--- src/alf_pkg.sv ---
// ----------------------------------------------------------------------------
// alf_pkg: shared types and constants for the AC line frequency monitor
// Opcodes, register indexes, counter limits, config and result records.
// ----------------------------------------------------------------------------
`default_nettype none

package alf_pkg;

    localparam int CFG_INDEX_W = 3;
    localparam int CFG_DATA_W  = 16;

    typedef enum logic [CFG_INDEX_W-1:0] {
        REG_WINDOW_LENGTH  = 3'd0,
        REG_MIN_TOGGLES    = 3'd1,
        REG_MAX_TOGGLES    = 3'd2,
        REG_ERROR_LIMIT    = 3'd3,
        REG_EXPECTED_TICKS = 3'd4,
        REG_TICK_TOLERANCE = 3'd5
    } cfg_index_t;

    typedef enum logic {
        OP_TICK    = 1'b0,
        OP_MONITOR = 1'b1
    } opcode_t;

    localparam logic [15:0] COUNT_MAX = 16'hFFFF;
    localparam logic [7:0]  BAD_MAX   = 8'hFF;

    localparam logic [15:0] RST_WINDOW_LENGTH  = 16'd1000;
    localparam logic [15:0] RST_MIN_TOGGLES    = 16'd90;
    localparam logic [15:0] RST_MAX_TOGGLES    = 16'd130;
    localparam logic [7:0]  RST_ERROR_LIMIT    = 8'd12;
    localparam logic [15:0] RST_EXPECTED_TICKS = 16'd100;
    localparam logic [15:0] RST_TICK_TOLERANCE = 16'd5;

    typedef struct packed {
        logic [15:0] window_length;
        logic [15:0] min_toggles;
        logic [15:0] max_toggles;
        logic [7:0]  error_limit;
        logic [15:0] expected_ticks;
        logic [15:0] tick_tolerance;
    } alf_cfg_t;

    typedef struct packed {
        logic schedule_pulse;
        logic after_crossing;
        logic window_done;
        logic freq_fault_raise;
        logic freq_fault_clear;
        logic line_error;
        logic interrupt_fault;
        logic restart_monitor;
    } alf_result_t;

endpackage

`default_nettype wire

--- src/ac_line_frequency_monitor.sv ---
// ----------------------------------------------------------------------------
// ac_line_frequency_monitor: mains frequency monitor, zero-cross counting
//
//   channel  direction  handshake            payload
//   in       sink       in_valid/in_ready    opcode, line_level, ignore_check
//   out      source     out_valid/out_ready  8 status flags, one per request
//   cfg      sink       cfg_wr_en            cfg_index, cfg_data
//
// Result path: input register, then the update logic feeds the result
// register, which drives the result handshake. One request per cycle is
// sustained while the output is not stalled; the longest path is a 16-bit
// increment feeding a compare. A stalled output holds its result while one
// more request is taken into the input register. Reset is asynchronous and
// loads register defaults.
// ----------------------------------------------------------------------------
`default_nettype none

module ac_line_frequency_monitor (
    input  wire logic                             clk,
    input  wire logic                             rst_n,

    // configuration writes
    input  wire logic                             cfg_wr_en,
    input  wire logic [alf_pkg::CFG_INDEX_W-1:0]  cfg_index,
    input  wire logic [alf_pkg::CFG_DATA_W-1:0]   cfg_data,

    // request channel
    input  wire logic                             in_valid,
    output logic                                  in_ready,
    input  wire logic                             opcode,
    input  wire logic                             line_level,
    input  wire logic                             ignore_check,

    // result channel
    output logic                                  out_valid,
    input  wire logic                             out_ready,
    output logic                                  schedule_pulse,
    output logic                                  after_crossing,
    output logic                                  window_done,
    output logic                                  freq_fault_raise,
    output logic                                  freq_fault_clear,
    output logic                                  line_error,
    output logic                                  interrupt_fault,
    output logic                                  restart_monitor
);

    alf_pkg::alf_cfg_t    cfg;
    alf_pkg::alf_result_t core_result;

    // input stage
    logic s1_valid_reg, s1_valid_next;
    logic s1_opcode_reg;
    logic s1_level_reg;
    logic s1_ignore_reg;

    // result stage
    logic                 out_valid_reg, out_valid_next;
    alf_pkg::alf_result_t result_reg;

    logic in_take;
    logic out_free;
    logic s1_advance;

    alf_cfg u_cfg (
        .clk       (clk),
        .rst_n     (rst_n),
        .cfg_wr_en (cfg_wr_en),
        .cfg_index (cfg_index),
        .cfg_data  (cfg_data),
        .cfg       (cfg)
    );

    // state commits only when the request moves into the result register
    alf_core u_core (
        .clk          (clk),
        .rst_n        (rst_n),
        .apply        (s1_advance),
        .opcode       (s1_opcode_reg),
        .line_level   (s1_level_reg),
        .ignore_check (s1_ignore_reg),
        .cfg          (cfg),
        .result       (core_result)
    );

    // handshake: input stage drains whenever the result slot is free
    assign out_free   = !out_valid_reg || out_ready;
    assign s1_advance = s1_valid_reg && out_free;
    assign in_ready   = !s1_valid_reg || out_free;
    assign in_take    = in_valid && in_ready;

    always_comb
    begin
        s1_valid_next = s1_valid_reg;
        if (in_take)
        begin
            s1_valid_next = 1'b1;
        end
        else if (s1_advance)
        begin
            s1_valid_next = 1'b0;
        end

        out_valid_next = out_valid_reg;
        if (s1_advance)
        begin
            out_valid_next = 1'b1;
        end
        else if (out_ready)
        begin
            out_valid_next = 1'b0;
        end
    end

    always_ff @(posedge clk or negedge rst_n)
    begin
        if (!rst_n)
        begin
            s1_valid_reg  <= 1'b0;
            out_valid_reg <= 1'b0;
        end
        else
        begin
            s1_valid_reg  <= s1_valid_next;
            out_valid_reg <= out_valid_next;
        end
    end

    // payload registers, no reset needed
    always_ff @(posedge clk)
    begin
        if (in_take)
        begin
            s1_opcode_reg <= opcode;
            s1_level_reg  <= line_level;
            s1_ignore_reg <= ignore_check;
        end
        if (s1_advance)
        begin
            result_reg <= core_result;
        end
    end

    assign out_valid        = out_valid_reg;
    assign schedule_pulse   = result_reg.schedule_pulse;
    assign after_crossing   = result_reg.after_crossing;
    assign window_done      = result_reg.window_done;
    assign freq_fault_raise = result_reg.freq_fault_raise;
    assign freq_fault_clear = result_reg.freq_fault_clear;
    assign line_error       = result_reg.line_error;
    assign interrupt_fault  = result_reg.interrupt_fault;
    assign restart_monitor  = result_reg.restart_monitor;

endmodule

`default_nettype wire

--- src/alf_cfg.sv ---
// ----------------------------------------------------------------------------
// alf_cfg: configuration register file
// Six write-only registers; writes to unused indexes are dropped.
// ----------------------------------------------------------------------------
`default_nettype none

module alf_cfg (
    input  wire logic                               clk,
    input  wire logic                               rst_n,
    input  wire logic                               cfg_wr_en,
    input  wire logic [alf_pkg::CFG_INDEX_W-1:0]    cfg_index,
    input  wire logic [alf_pkg::CFG_DATA_W-1:0]     cfg_data,
    output alf_pkg::alf_cfg_t                       cfg
);

    alf_pkg::alf_cfg_t cfg_reg;
    alf_pkg::alf_cfg_t cfg_next;

    always_comb
    begin
        cfg_next = cfg_reg;
        if (cfg_wr_en)
        begin
            case (alf_pkg::cfg_index_t'(cfg_index))
                alf_pkg::REG_WINDOW_LENGTH:  cfg_next.window_length  = cfg_data;
                alf_pkg::REG_MIN_TOGGLES:    cfg_next.min_toggles    = cfg_data;
                alf_pkg::REG_MAX_TOGGLES:    cfg_next.max_toggles    = cfg_data;
                alf_pkg::REG_ERROR_LIMIT:    cfg_next.error_limit    = cfg_data[7:0];
                alf_pkg::REG_EXPECTED_TICKS: cfg_next.expected_ticks = cfg_data;
                alf_pkg::REG_TICK_TOLERANCE: cfg_next.tick_tolerance = cfg_data;
                default:                     cfg_next = cfg_reg;
            endcase
        end
    end

    always_ff @(posedge clk or negedge rst_n)
    begin
        if (!rst_n)
        begin
            cfg_reg.window_length  <= alf_pkg::RST_WINDOW_LENGTH;
            cfg_reg.min_toggles    <= alf_pkg::RST_MIN_TOGGLES;
            cfg_reg.max_toggles    <= alf_pkg::RST_MAX_TOGGLES;
            cfg_reg.error_limit    <= alf_pkg::RST_ERROR_LIMIT;
            cfg_reg.expected_ticks <= alf_pkg::RST_EXPECTED_TICKS;
            cfg_reg.tick_tolerance <= alf_pkg::RST_TICK_TOLERANCE;
        end
        else
        begin
            cfg_reg <= cfg_next;
        end
    end

    assign cfg = cfg_reg;

endmodule

`default_nettype wire

--- src/alf_core.sv ---
// ----------------------------------------------------------------------------
// alf_core: monitor state and per-request update logic
// Holds crossing, window and tick state; computes one result per request.
// ----------------------------------------------------------------------------
`default_nettype none

module alf_core (
    input  wire logic          clk,
    input  wire logic          rst_n,
    input  wire logic          apply,
    input  wire logic          opcode,
    input  wire logic          line_level,
    input  wire logic          ignore_check,
    input  wire alf_pkg::alf_cfg_t cfg,
    output alf_pkg::alf_result_t result
);

    logic        prev_level_reg,       prev_level_next;
    logic        crossing_pending_reg, crossing_pending_next;
    logic [15:0] toggle_count_reg,     toggle_count_next;
    logic [15:0] window_timer_reg,     window_timer_next;
    logic [7:0]  bad_windows_reg,      bad_windows_next;
    logic        error_latched_reg,    error_latched_next;
    logic [15:0] tick_count_reg,       tick_count_next;

    logic        toggle;
    logic [15:0] toggles_now;
    logic [16:0] timer_inc;
    logic        done;
    logic        bad_window;
    logic [16:0] tick_plus_tol;
    logic [16:0] upper_bound;

    always_comb
    begin
        prev_level_next       = prev_level_reg;
        crossing_pending_next = crossing_pending_reg;
        toggle_count_next     = toggle_count_reg;
        window_timer_next     = window_timer_reg;
        bad_windows_next      = bad_windows_reg;
        error_latched_next    = error_latched_reg;
        tick_count_next       = tick_count_reg;
        result                = '0;

        // blanked tick after a crossing takes no sample
        toggle      = !crossing_pending_reg && (prev_level_reg != line_level);
        toggles_now = (toggle && toggle_count_reg != alf_pkg::COUNT_MAX)
                      ? toggle_count_reg + 16'd1 : toggle_count_reg;
        timer_inc   = {1'b0, window_timer_reg} + 17'd1;
        done        = timer_inc >= {1'b0, cfg.window_length};
        bad_window  = (toggles_now < cfg.min_toggles) || (toggles_now > cfg.max_toggles);

        // t < exp - tol rewritten as t + tol < exp: no negative bound
        tick_plus_tol = {1'b0, tick_count_reg} + {1'b0, cfg.tick_tolerance};
        upper_bound   = {1'b0, cfg.expected_ticks} + {1'b0, cfg.tick_tolerance};

        case (alf_pkg::opcode_t'(opcode))
            alf_pkg::OP_TICK:
            begin
                result.schedule_pulse = 1'b1;
                result.after_crossing = crossing_pending_reg;
                if (crossing_pending_reg)
                begin
                    crossing_pending_next = 1'b0;
                end
                else if (toggle)
                begin
                    prev_level_next       = line_level;
                    crossing_pending_next = 1'b1;
                end

                if (done)
                begin
                    result.window_done = 1'b1;
                    if (bad_window)
                    begin
                        if (bad_windows_reg != alf_pkg::BAD_MAX)
                        begin
                            bad_windows_next = bad_windows_reg + 8'd1;
                        end
                        if (bad_windows_next > cfg.error_limit)
                        begin
                            error_latched_next = 1'b1;
                        end
                    end
                    else
                    begin
                        result.freq_fault_clear = 1'b1;
                        error_latched_next      = 1'b0;
                    end
                    result.freq_fault_raise = error_latched_next;
                    window_timer_next       = '0;
                    toggle_count_next       = '0;
                end
                else
                begin
                    window_timer_next = timer_inc[15:0];
                    toggle_count_next = toggles_now;
                end

                if (tick_count_reg != alf_pkg::COUNT_MAX)
                begin
                    tick_count_next = tick_count_reg + 16'd1;
                end
            end
            alf_pkg::OP_MONITOR:
            begin
                if (ignore_check)
                begin
                    result.restart_monitor = 1'b1;
                end
                else
                begin
                    result.interrupt_fault =
                        (tick_plus_tol < {1'b0, cfg.expected_ticks}) ||
                        ({1'b0, tick_count_reg} > upper_bound);
                end
                tick_count_next = '0;
            end
            default:
            begin
                result = '0;
            end
        endcase

        result.line_error = error_latched_next;
    end

    always_ff @(posedge clk or negedge rst_n)
    begin
        if (!rst_n)
        begin
            prev_level_reg       <= 1'b0;
            crossing_pending_reg <= 1'b0;
            toggle_count_reg     <= '0;
            window_timer_reg     <= '0;
            bad_windows_reg      <= '0;
            error_latched_reg    <= 1'b0;
            tick_count_reg       <= '0;
        end
        else if (apply)
        begin
            prev_level_reg       <= prev_level_next;
            crossing_pending_reg <= crossing_pending_next;
            toggle_count_reg     <= toggle_count_next;
            window_timer_reg     <= window_timer_next;
            bad_windows_reg      <= bad_windows_next;
            error_latched_reg    <= error_latched_next;
            tick_count_reg       <= tick_count_next;
        end
    end

endmodule

`default_nettype wire

--- config.mk ---
export PLATFORM = sky130hd
export DESIGN_NAME = ac_line_frequency_monitor
export DESIGN_NICKNAME = d
export VERILOG_FILES = /design/src/alf_pkg.sv /design/src/ac_line_frequency_monitor.sv /design/src/alf_cfg.sv /design/src/alf_core.sv
export SDC_FILE = /design/constraint.sdc
export NUM_CORES = 1
export LEC_CHECK = 0
export ABC_AREA = 1
export BUFFER_PORTS_ARGS = -buffer_cell sky130_fd_sc_hd__buf_2
export CELL_PAD_IN_SITES_DETAIL_PLACEMENT = 0
export CELL_PAD_IN_SITES_GLOBAL_PLACEMENT = 1
export CORE_ASPECT_RATIO = 0.6
export CORE_MARGIN = 3
export CORE_UTILIZATION = 48
export DETAILED_ROUTE_END_ITERATION = 7
export MAX_ROUTING_LAYER = met4
export PLACE_DENSITY = 0.87
export SLEW_MARGIN = 5
export SYNTH_ARGS = -nofsm -noshare
export SYNTH_HDL_FRONTEND = slang
export SYNTH_SLANG_ARGS = --single-unit
--- constraint.sdc ---
create_clock -name clk -period 4.3 [get_ports clk]
set_clock_uncertainty 0.2 [all_clocks]
set_input_delay 0.43 -clock clk [delete_from_list [all_inputs] [get_ports clk]]
set_output_delay 0.43 -clock clk [all_outputs]
set_load 0.05 [all_outputs]
Yosys cells after proc, flatten, opt, wreduce, memory -nomap -nowiden --
Index checks and enable logic that the tools add are counted.
Word-level totals: memory bits (writable) 0, input bits 27, register bits after elaboration 160, ROM bits 0, output and inout port bits 10, memories 0, latch bits 0
Cells by class: reduce and logical (&&, ||, !) cells 26, muxes and demuxes 23, multiply operators 0, bitwise operators 3, shift operators 0, add/sub/neg operators 6, equality and inequality tests 10, divide/modulo/power cells 0, order comparisons 6
Operators by type and width (number):
- two-way mux 16 bit | 4
- adder 16 x 16 -> 17 bit | 2
- adder 16 x 1 -> 16 bit (second input constant) | 2
- two-way mux 8 bit | 4
- inequality test 16 bit (second input constant) | 2
- case mux 16 bit (2 select lines) | 1
- adder 16 x 1 -> 17 bit (second input constant) | 1
- greater-or-equal comparator 17 x 16 -> 1 bit | 1
- greater-than comparator 16 x 17 -> 1 bit | 1
- less-than comparator 17 x 16 -> 1 bit | 1
- greater-than comparator 16 bit | 1
- less-than comparator 16 bit | 1
- AND reduction 2 bit | 8
- two-way mux 1 bit | 12
- adder 8 x 1 -> 8 bit (second input constant) | 1
- greater-than comparator 8 bit | 1
- inequality test 8 bit (second input constant) | 1
- AND reduction 4 bit | 2
- == test 3 x 2 -> 1 bit (second input constant) | 2
- == test 3 bit (second input constant) | 2
- two-way mux 5 bit | 1
- logical AND 1 bit | 4
- logical OR 1 bit | 4
- nonzero test 2 bit | 2
- 8 further kinds | 13

Logic depth before layout (Yosys ltp) --
word-level depth 14, gate-level depth with buffers 28

By module --
Synthesis repeated with hierarchy kept, for this count alone.
Second synthesis, totals: cell total of the unflattened synthesis 1382, area, all modules 10886.7 um2
By module, submodules not included:
- alf_core | cells each 968, times used 1, area each 6967.9 um2, seq. area each 1476.4 um2
- alf_cfg | cells each 391, times used 1, area each 3493.4 um2, seq. area each 2225.9 um2
- ac_line_frequency_monitor | cells each 23, times used 1, area each 425.4 um2, seq. area each 380.4 um2

Worst setup path before layout --
No wires, ideal clock.
path type register to register, start point reg u_cfg.cfg_reg (netlist bit u_cfg.cfg[16]), end point reg result_reg (netlist bit interrupt_fault) (data pin), data required time 3.836 ns, setup slack 0.852 ns, cell stages (with the launch flop) 21, arrival 2.984 ns, clock period less this slack 3.448 ns, cell sequence dfrtp_1 -> ha_1 -> fa_1 -> nand3_1 -> nand2_1 -> nand2_1 -> o211ai_1 -> a21oi_1 -> o21bai_1 -> a21boi_0 -> xor2_1 -> ha_1 -> inv_1 -> nor3_1 -> a211oi_1 -> nand2_1 -> nand3_1 -> a21boi_0 -> o21a_1 -> o31ai_1 -> a21oi_1
Between the ends: longest elaborated chain between the ends 3, elaborated cells on any way between the ends 4, classes of those cells add/sub: 1; order compare: 2; reduce/logical: 1
Ends and longest elaborated chain:
- start, declared | RTL line alf_cfg.sv:16 | alf_pkg::alf_cfg_t cfg_reg;
- start signal, assigned | RTL line alf_cfg.sv:49 | cfg_reg <= cfg_next;
- adder 16 x 16 -> 17 bit | RTL line alf_core.sv:55 | upper_bound = {1'b0, cfg.expected_ticks} + {1'b0, cfg.tick_tolerance};
- greater-than comparator 16 x 17 -> 1 bit | RTL line alf_core.sv:116 | ({1'b0, tick_count_reg} > upper_bound);
- logical OR 1 bit * | RTL line alf_core.sv:115 | (tick_plus_tol < {1'b0, cfg.expected_ticks}) ||
- end signal, assigned | RTL line ac_line_frequency_monitor.sv:139 | result_reg <= core_result;
- end, declared | RTL line ac_line_frequency_monitor.sv:58 | alf_pkg::alf_result_t result_reg;
Every way passes the cells marked *; elsewhere a longest branch is shown, timed or not. A chain may end at the register's enable or synchronous reset.

Worst setup path in the final report --
start point reg u_core.toggle_count_reg[0], end point reg u_core.bad_windows_reg[2]
Between the ends: longest elaborated chain between the ends 6, elaborated cells on any way between the ends 8, classes of those cells add/sub: 1; order compare: 2; eq/ne: 1; mux: 1; reduce/logical: 3
Ends and longest elaborated chain:
- start, declared | RTL line alf_core.sv:20 | logic [15:0] toggle_count_reg, toggle_count_next;
- start signal, assigned | RTL line alf_core.sv:145 | toggle_count_reg <= toggle_count_next;
- branches (longest 2 deep; another with adder 16 x 1 -> 16 bit)
- two-way mux 16 bit * | RTL line alf_core.sv:48 | ? toggle_count_reg + 16'd1 : toggle_count_reg;
- less-than comparator 16 bit / greater-than comparator 16 bit (equally long branches) | RTL line alf_core.sv:51 | bad_window = (toggles_now < cfg.min_toggles) || (toggles_now > cfg.max_toggles);
- logical OR 1 bit * | RTL line alf_core.sv:51
- AND reduction 4 bit (no line) *
- end signal, assigned | RTL line alf_core.sv:147 | bad_windows_reg <= bad_windows_next;
- end, declared | RTL line alf_core.sv:22 | logic [7:0] bad_windows_reg, bad_windows_next;
Every way passes the cells marked *.

==> results.cfg <==
[critical_path]
cp_data_required_time_ps = 4420
end_kind = flip-flop
crit_top_cell = nand2_1
cp_max_fo = 11
worst_setup_path_start_kind = flip-flop
path_class = reg -> reg
crit_arrival_ps = 4150
r2r_cells = 23
max_stage_delay_ps = 440
path_cells = ha_1 > inv_1 > nor2_1 > nand2_1 > o21ai_4 > nor3_4 > nand4_1 > nor2_1 > xor2_1 > ha_1 > a21oi_1 > a21boi_0 > o21ai_0 > a31oi_1 > nand3_1 > nand2_1 > o21ai_1 > inv_1 > nand2_4 > nand3_4 > inv_2 > nand2_1 > nand2_1
worst_path_max_delay_cell = dfrtp_1

[global_route]
grt_max_degree = 88
grt_pass1_wl_mm = 41.5
grt_pass1_vias = 7723
antenna_found_initial = 0
track_usage_pct = 22.9
globalRoute.totalOverflow = 0

[worst_hold_path]
hold_depth = 3
hp-class = in -> reg

[die]
coreArea_um2 = 21200
core.rowCount = 41
die_h_um = 120
ioPinCount = 37
die_w_um = 196
dieArea_um2 = 23600
initial_utilization_pct = 49.3

[final_layout]
fin_area_um2 = 11600
antennaDiodeCount = 0
area_delta_synth_final_pct = 11.2
drive_gt1_share_pct = 9.08
instances_no_fill = 1623
layout.nets = 1481
fin_util_pct = 54.8
largest_reg_flops = 88

[place]
portBuffers = 36
dp_slack_ps = 195
gp_congestion = 0.900
hpwl_mm = 19.3
place_area_um2 = 10900
place_inst = 1587

[power]
p_leak_uw = 0.00602
ir_drop_uv = 304
cellPowerDensity_nw_per_um2 = 534

[clock_network]
clk_pin_slew_worst_paths_ps = 60
insertion_delay_ps = 440
cts_buffers = 17
htreeDepth = 4
cts_root_buf = clkbuf_16
clk_path_buf_depth = 2
cts_tree = done
numClockSinks = 160

[logic_synthesis]
synth-seq-area-share_pct = 39.1
ys_ff_latch = 160
synth_top_area_share_pct = 31.2
synth_cells = 1289
synth_common_cells = nand2_1, inv_1, dfrtp_1, o21ai_0, ha_1
mappedNetlistArea_um2 = 10400
synthArstFlopShare_pct = 93.1
synth_nets = 1439
ys.flop_type = dfrtp_1
synth_top_area_cell = dfrtp_1
avgSynthCellArea_um2 = 8.10
synth_area_leaders = dfrtp_1, ha_1, nand2_1, inv_1, o21ai_0
synth_edf_count = 11
synth.most_common_cell = nand2_1
yosysWarnings = 0
ys_types = 55

[sta]
slew_headroom_pct = 29.3
fin_setup_tns_ps = 0
fin_crit_ps = 4040
setup_viol = 0
clock.fmax_mhz = 248
rsz0062_at_grt = no
hold_violations = 0
finalCritPeriodShare_pct = 93.8
drv_slew = 0
layout_setup_ws_ps = 265
worstMarginPinSlew_ps = 1060

[routing]
drt_iter0_drc = 655
routed_wl_mm = 25.1
vias = 8428
antenna_left = 0
drc = 0
avgViaCountPerCell = 5.19
drtPass1Iterations = 5
wl_per_cell_um = 15.5

[flow_run]
cap_violations = 0

[run_status]
status = complete, no violations
## area by class of cell
type                       count  area (um2)
timing repair buffer          47         292
sequential                   160        4080
clock buffer                  24         483
tap                          279         349
clock inverter                 8         126
inverter                     222         833
fill                        1978        9580
multi-input combinational    883        5440
## logic make-up (layout without fill, tap and decap cells)
group           Yosys count  in the layout  share of synthesized area [%]
compound gates          262            262                           14.1
xor+xnor                 54             54                           4.53
fa+ha+maj               123            123                           14.9
buf+inv                 246            301                           9.00
flops                   160            160                           39.1
mux                       1              1                          0.108
simple gates            443            443                           18.3
## cells in the final DEF (no fill, tap or decap), types with 19 or more instances in the layout
cell type | synthesis | final
ha_1 | 121 | 121
nand2_1 | 281 | 281
o22ai_1 | 23 | 23
inv_1 | 219 | 219
xor2_1 | 43 | 43
a21oi_1 | 71 | 71
o21ai_0 | 124 | 123
buf_2 | 1 | 35
dfrtp_1 | 130 | 130
nand4_1 | 20 | 20
dfstp_2 | 19 | 19
nor3_1 | 23 | 22
nor2_1 | 54 | 51
nand3_1 | 38 | 37
## critical path, delay by kind of cell, from the launching register on
kind                     cells  cell delay, ps
AO/OA/AOI/OAI                6             900
XOR/XNOR                     1             290
adder cells (fa/ha/maj)      2             520
buffers and inverters        3             250
flip-flops                   1             440
AND/OR/NAND/NOR             11            1290
## path summary, 6_finish.rpt
check	endpoint	slack [ps]	startpoint
setup / recovery	u_core.bad_windows_reg[2]$_DFFE_PN0P_	260	u_core.toggle_count_reg[0]$_DFFE_PN0P_
hold / removal	s1_valid_reg$_DFFE_PN0P_	20	in_valid
setup reg to reg	u_core.bad_windows_reg[2]$_DFFE_PN0P_	260	u_core.toggle_count_reg[0]$_DFFE_PN0P_
hold reg to reg	u_core.bad_windows_reg[7]$_DFFE_PN0P_	280	u_core.bad_windows_reg[7]$_DFFE_PN0P_
max in group asynchronous	u_cfg.cfg[47]$_DFFE_PN1P_	2570	rst_n
min in group asynchronous	u_core.bad_windows_reg[0]$_DFFE_PN0P_	460	rst_n
## metal layers
layer	GRT usage (%)	vias up	routed length (um)
met5	-	-	0
met4	4.63	0	187
met3	4.46	14	1500
met2	28.2	178	9350
met1	37.8	3919	14100
li1	-	4317	-
## stage by stage
step	power (uW)	hold slack, ps
after global placement	4520	263
final	6200	17.0
after CTS	6200	1.86
after global routing	6710	44.3
after detailed placement	4570	265
after floorplan	3900	-65.6
## power breakdown
| group | switching (uW) | internal, uW |
|---|---|---|
| Clock | 633 | 966 |
| Sequential | 257 | 1870 |
| Combinational | 1520 | 947 |
| Total | 2410 | 3780 |
## what timing repair did
action,4_1_cts,5_1_grt
hold buffers,4,0
endpoints found under the setup margin,0,12
resized for setup,0,7
hold endpoints to repair,82,0
buffers inserted,0,0
(Power assumes the default switching activity.)
